==> src/rtl/lip_pkg.sv <==
package lip_pkg;

  localparam int QBITS = 32;
  localparam int DEN_W = 36;
  localparam int REM_W = 37;
  localparam int NUM_W = 53;

  typedef struct packed {
    logic               func;
    logic signed [15:0] ax;
    logic signed [15:0] xlo;
    logic signed [15:0] xhi;
    logic signed [15:0] ylo;
    logic signed [15:0] yhi;
  } side_t;

  typedef struct packed {
    logic [REM_W-1:0] rem;
    logic [QBITS-1:0] shq;
    logic             neg;
    logic             ovf;
  } div_t;

  typedef struct packed {
    div_t             dx;
    div_t             dy;
    logic [DEN_W-1:0] den;
    logic             nz;
    side_t            side;
  } cell_t;

endpackage

==> src/rtl/lip_div_cell.sv <==
module lip_div_cell
  import lip_pkg::*;
(
  input  logic  clk,
  input  logic  rst,
  input  logic  in_valid,
  output logic  in_ready,
  input  cell_t in_data,
  output logic  out_valid,
  input  logic  out_ready,
  output cell_t out_data
);

  function automatic div_t step(div_t d, logic [DEN_W-1:0] den);
    logic [REM_W:0] t;
    logic           qb;
    div_t           r;
    t  = {d.rem, d.shq[QBITS-1]};
    qb = (t >= {2'b00, den});
    r  = d;
    r.rem = qb ? REM_W'(t - {2'b00, den}) : t[REM_W-1:0];
    r.shq = {d.shq[QBITS-2:0], qb};
    return r;
  endfunction

  cell_t data;
  cell_t data_next;
  logic  valid;

  assign in_ready  = !valid || out_ready;
  assign out_valid = valid;
  assign out_data  = data;

  always_comb begin
    data_next    = in_data;
    data_next.dx = step(in_data.dx, in_data.den);
    data_next.dy = step(in_data.dy, in_data.den);
  end

  always_ff @(posedge clk) begin
    if (rst) begin
      valid <= 1'b0;
    end else if (in_ready) begin
      valid <= in_valid;
    end
  end

  always_ff @(posedge clk) begin
    if (in_ready) begin
      data <= data_next;
    end
  end

endmodule

==> config.mk <==
export PLATFORM = sky130hd
export DESIGN_NAME = lip_div_cell
export DESIGN_NICKNAME = d
export VERILOG_FILES = /design/src/rtl/lip_pkg.sv /design/src/rtl/lip_div_cell.sv
export SDC_FILE = /design/constraint.sdc
export NUM_CORES = 1
export LEC_CHECK = 0
export BUFFER_PORTS_ARGS = -buffer_cell sky130_fd_sc_hd__buf_2
export CAP_MARGIN = 10
export CORE_AREA = 10 10 199 201
export CTS_CLUSTER_DIAMETER = 50
export CTS_CLUSTER_SIZE = 40
export DETAILED_ROUTE_END_ITERATION = 10
export DIE_AREA = 0 0 209 211
export GPL_TIMING_DRIVEN = 0
export PLACE_DENSITY = 0.66
export SETUP_SLACK_MARGIN = 0.05
export SLEW_MARGIN = 5
export SYNTH_ARGS = -nofsm -noshare
export SYNTH_HDL_FRONTEND = slang
export SYNTH_SLANG_ARGS = --single-unit
==> constraint.sdc <==
create_clock -name clk -period 7.3 [get_ports clk]
set_input_delay 0.73 -clock clk [delete_from_list [all_inputs] [get_ports clk]]
set_output_delay 0.73 -clock clk [all_outputs]
set_load 0.05 [all_outputs]
# [Yosys cells after proc, flatten, opt, wreduce, memory -nomap -nowiden]
# Index checks and enable logic that the tools add are counted.
[totals] regBits=261 inputBits=264 wordCells=25 out_inout_bits=262
[op_classes] n_lt_le_gt_ge=2 n_reduce_logical=2 add_sub_neg=2 mux=2
[ops] operator="38-bit by 36-bit >= comparator with 1-bit output" n=2
[ops] operator="37-bit two-way mux" n=2
[ops] operator="37-bit by 36-bit subtractor with 37-bit output" n=2
[ops] operator="1-bit zero test" n=1
[ops] operator="1-bit logical OR" n=1

# [Longest topological paths before layout]
[logic_depth] depth_word=2 mapped_depth=15 ltp_nobuf=13

# [Least setup slack after synthesis]
# OpenSTA, ideal clock, no wires.
[synth_timing] path_type="input to output" from="input out_ready" to="output in_ready" path_slack_ns=-0.747 t_arrival_ns=7.317 path_stages=1 required_time_ns=6.570 n_path_buf=0 path_cell_list="nand2b_1"
[synth_between] elab_chain_cells=1
[synth_rtl] item="from (decl)" line_no="lip_div_cell.sv:10" rtl="input logic out_ready,"
[synth_rtl] item="1-bit logical OR" line_no="lip_div_cell.sv:30" rtl="assign in_ready = !valid || out_ready;"
[synth_rtl] item="to (decl)" line_no="lip_div_cell.sv:7" rtl="output logic in_ready,"
# No other way between the ends.

==> results.yml <==
outcome:
  status: "complete, no violations"
logic_synthesis:
  syn_area_sq_um: 12900
  synth_cells: 997
  seq_area_frac_synth: 0.606
  postSynthAreaPerCell_sq_um: 13.0
  syn-num-nets: 1335
  synth-edff-count: 260
  ys_ff_latch: 261
  synth_top_area_cell: "edfxtp_1"
  yosys-top-cells-count: "260 x edfxtp_1, 80 x nand2_1, 73 x a21oi_1"
  synth_top_flop_cell: "edfxtp_1"
  synth.most_common_cell: "edfxtp_1"
  synth_warnings: 0
  synth.distinct_cells: 67
  synthArstFlopShare: 0
  synth_top_area_frac: 0.604
  synth.area.top_cells: "edfxtp_1 60%, ha_1 7.0%, a21oi_1 2.8%, o21ai_0 2.7%, xnor2_1 2.6%"
placed_design:
  dpl.hpwl_um: 39900
  numPortBuffers: 525
  routabilityCongestion: 0.889
floorplanning:
  fp.dieArea_sq_um: 44100
  die_width_um: 209
  die_h_um: 211
  floorplan.initialDensity: 0.365
  rows: 69
  core_sq_um: 35400
  pin_count: 526
cts:
  clkLatencyLatePin_ns: 0.59
  clockBufferDepth: 3
  cts_buffers: 30
  clkTransAtPathRegs_ns: 0.07
  numClockSinks: 261
  cts_root_buffer: "clkbuf_16"
  cts_tree: "yes"
  cts_max_level: 1
  ctsHoldBuffers: 0
  cts_setup_buffers: 0
  postCtsResizedCells: 0
global_route:
  grt_pass1_vias: 10141
  grt_max_degree: 64
  overflow: 0
  grt_first_pass_wirelength_um: 68400
  antenna_found_initial: 16
  track_usage: 0.206
pwr:
  power_density_nw_per_um2: 283
  p_leak_uw: 0.00777
  max-vdd-ir-drop_mv: 0.200
route:
  drt-wirelength-per-cell_um: 23.6
  routed_wl_um: 48400
  postRouteAntennaNets: 0
  drtIter0Drc: 592
  firstDrtPassIters: 5
  vias: 10451
  viasPerCell: 5.10
  drc: 0
sta:
  setup_violations: 0
  hold_slack_ns: 0.286
  fin_skew_ns: 0.0180
  max_freq_mhz: 247
  grt_setup_unrepaired: "false"
  finalHoldViolCount: 0
  drv_slew: 0
  worst_slew_pin_slew_ns: 1.05
  post-route-period-util: 0.555
  period_minus_slack_ns: 4.05
  slew_headroom: 0.292
  setup_tns_ns: 0
critical_path:
  required_ns: 7.73
  start_kind: "primary input"
  path_max_fanout: 4
  path_class: "in -> reg"
  cp.arrival_ns: 4.48
  crit_path_end_kind: "flop"
flow_run:
  maxCapViolCount: 0
cells_and_area:
  syn_to_final_growth_pct: 34.2
  final_nets: 1896
  layout-drive-gt1-share: 0.407
  fin_util: 0.490
min_path:
  hp-class: "in -> reg"
[per-layer routing]
layer | vias to the layer above | routed length, um | track usage | share of wire
li1 | 4906 | - | - | -
met1 | 5002 | 17400 | 0.222 | 0.36
met2 | 433 | 24500 | 0.361 | 0.51
met3 | 88 | 4810 | 0.0850 | 0.099
met4 | 22 | 1490 | 0.0677 | 0.031
met5 | - | 119 | 0 | 0.0025
[critical path, stage by stage]
cell and delay, ns:
buf_2 0.09, inv_1 0.07, ha_1 0.17, inv_1 0.05, fa_1 0.43, a211oi_1 0.30
o21ai_0 0.21, a21oi_1 0.30, a221oi_1 0.15, nor3_1 0.82, o21ai_0 0.39, a41o_1 0.35
or2_2 0.27, o21ai_0 0.14
[cell families (layout without fill, tap and decap cells)]
group,after synthesis,in the layout,share of synthesized area
mux,39,39,0.0396
fa+ha+maj,74,74,0.0728
other cells,0,7,0
simple gates,196,196,0.0730
flops,261,261,0.606
compound gates,272,272,0.136
xor+xnor,63,63,0.0427
buf+inv,92,676,0.0303
[layout by cell type (no fill, tap or decap), drive strengths merged, types with 4 or more instances in the layout]
master and instances:
clkinv 9, nor2b 13, buf 538, a21o 36, inv 74, nor3 7
xnor2 38, a21boi 5, nor2 30, o21bai 16, a211oi 8, nor4 4
diode 7, ha 72, a31oi 13, xor2 25, a41o 4, nand2b 7
nand2 80, nand3 15, o31ai 8, edfxtp 260, o21a 11, or3 6
a221oi 4, clkbuf 52, or2 4, nand4 12, o21ai 70, mux2 37
and3 9, a311oi 4, a21oi 74
[path summary, 6_finish.rpt]
check	startpoint	end	slack (ns)	cells past startpoint
setup / recovery	in_data[222]	out_data[259]	3.25	14
hold / removal	rst	out_valid	0.29	2
hold reg to reg	out_valid	out_valid	0.81	2
setup reg to reg	out_valid	out_data[202]	5.63	3
[flip-flops by register name (all words and copies together), names as in the netlist]
register / cells
out_data: 260
out_valid: 1
[cell type report]
| type | count | area [sq um] |
|---|---|---|
| inverters | 61 | 229 |
| diodes | 7 | 17.5 |
| well taps | 461 | 577 |
| flip-flops and latches | 261 | 7830 |
| multi-input cells | 644 | 4710 |
| clock buffers | 30 | 751 |
| plain buffers | 31 | 163 |
| clock inverters | 25 | 332 |
| fillers | 3290 | 18100 |
| repair buffers | 529 | 2740 |
[through the flow]
| step | power, uW | setup WS (ns) | area, sq um | std cells |
|---|---|---|---|---|
| 2_1_floorplan | 2940 | 2.38 | 12900 | 997 |
| 3_3_place_gp | 3340 | 0.205 | 16100 | 1983 |
| 3_5_place_dp | 3350 | 2.83 | 16200 | 1987 |
| 4_1_cts | 4970 | 3.42 | 17300 | 2042 |
| 5_1_grt | 5100 | 3.13 | 17300 | 2046 |
| 6_report | 4900 | 3.25 | 17300 | 2049 |
[report_power, final]
| part | switching, uW | total [uW] | internal [uW] |
|---|---|---|---|
| clock network | 721 | 1600 | 876 |
| logic | 1030 | 1420 | 390 |
| registers | 40.9 | 1890 | 1850 |
| total | 1790 | 4900 | 3110 |
Note: power is estimated with default switching activity, not from simulation.
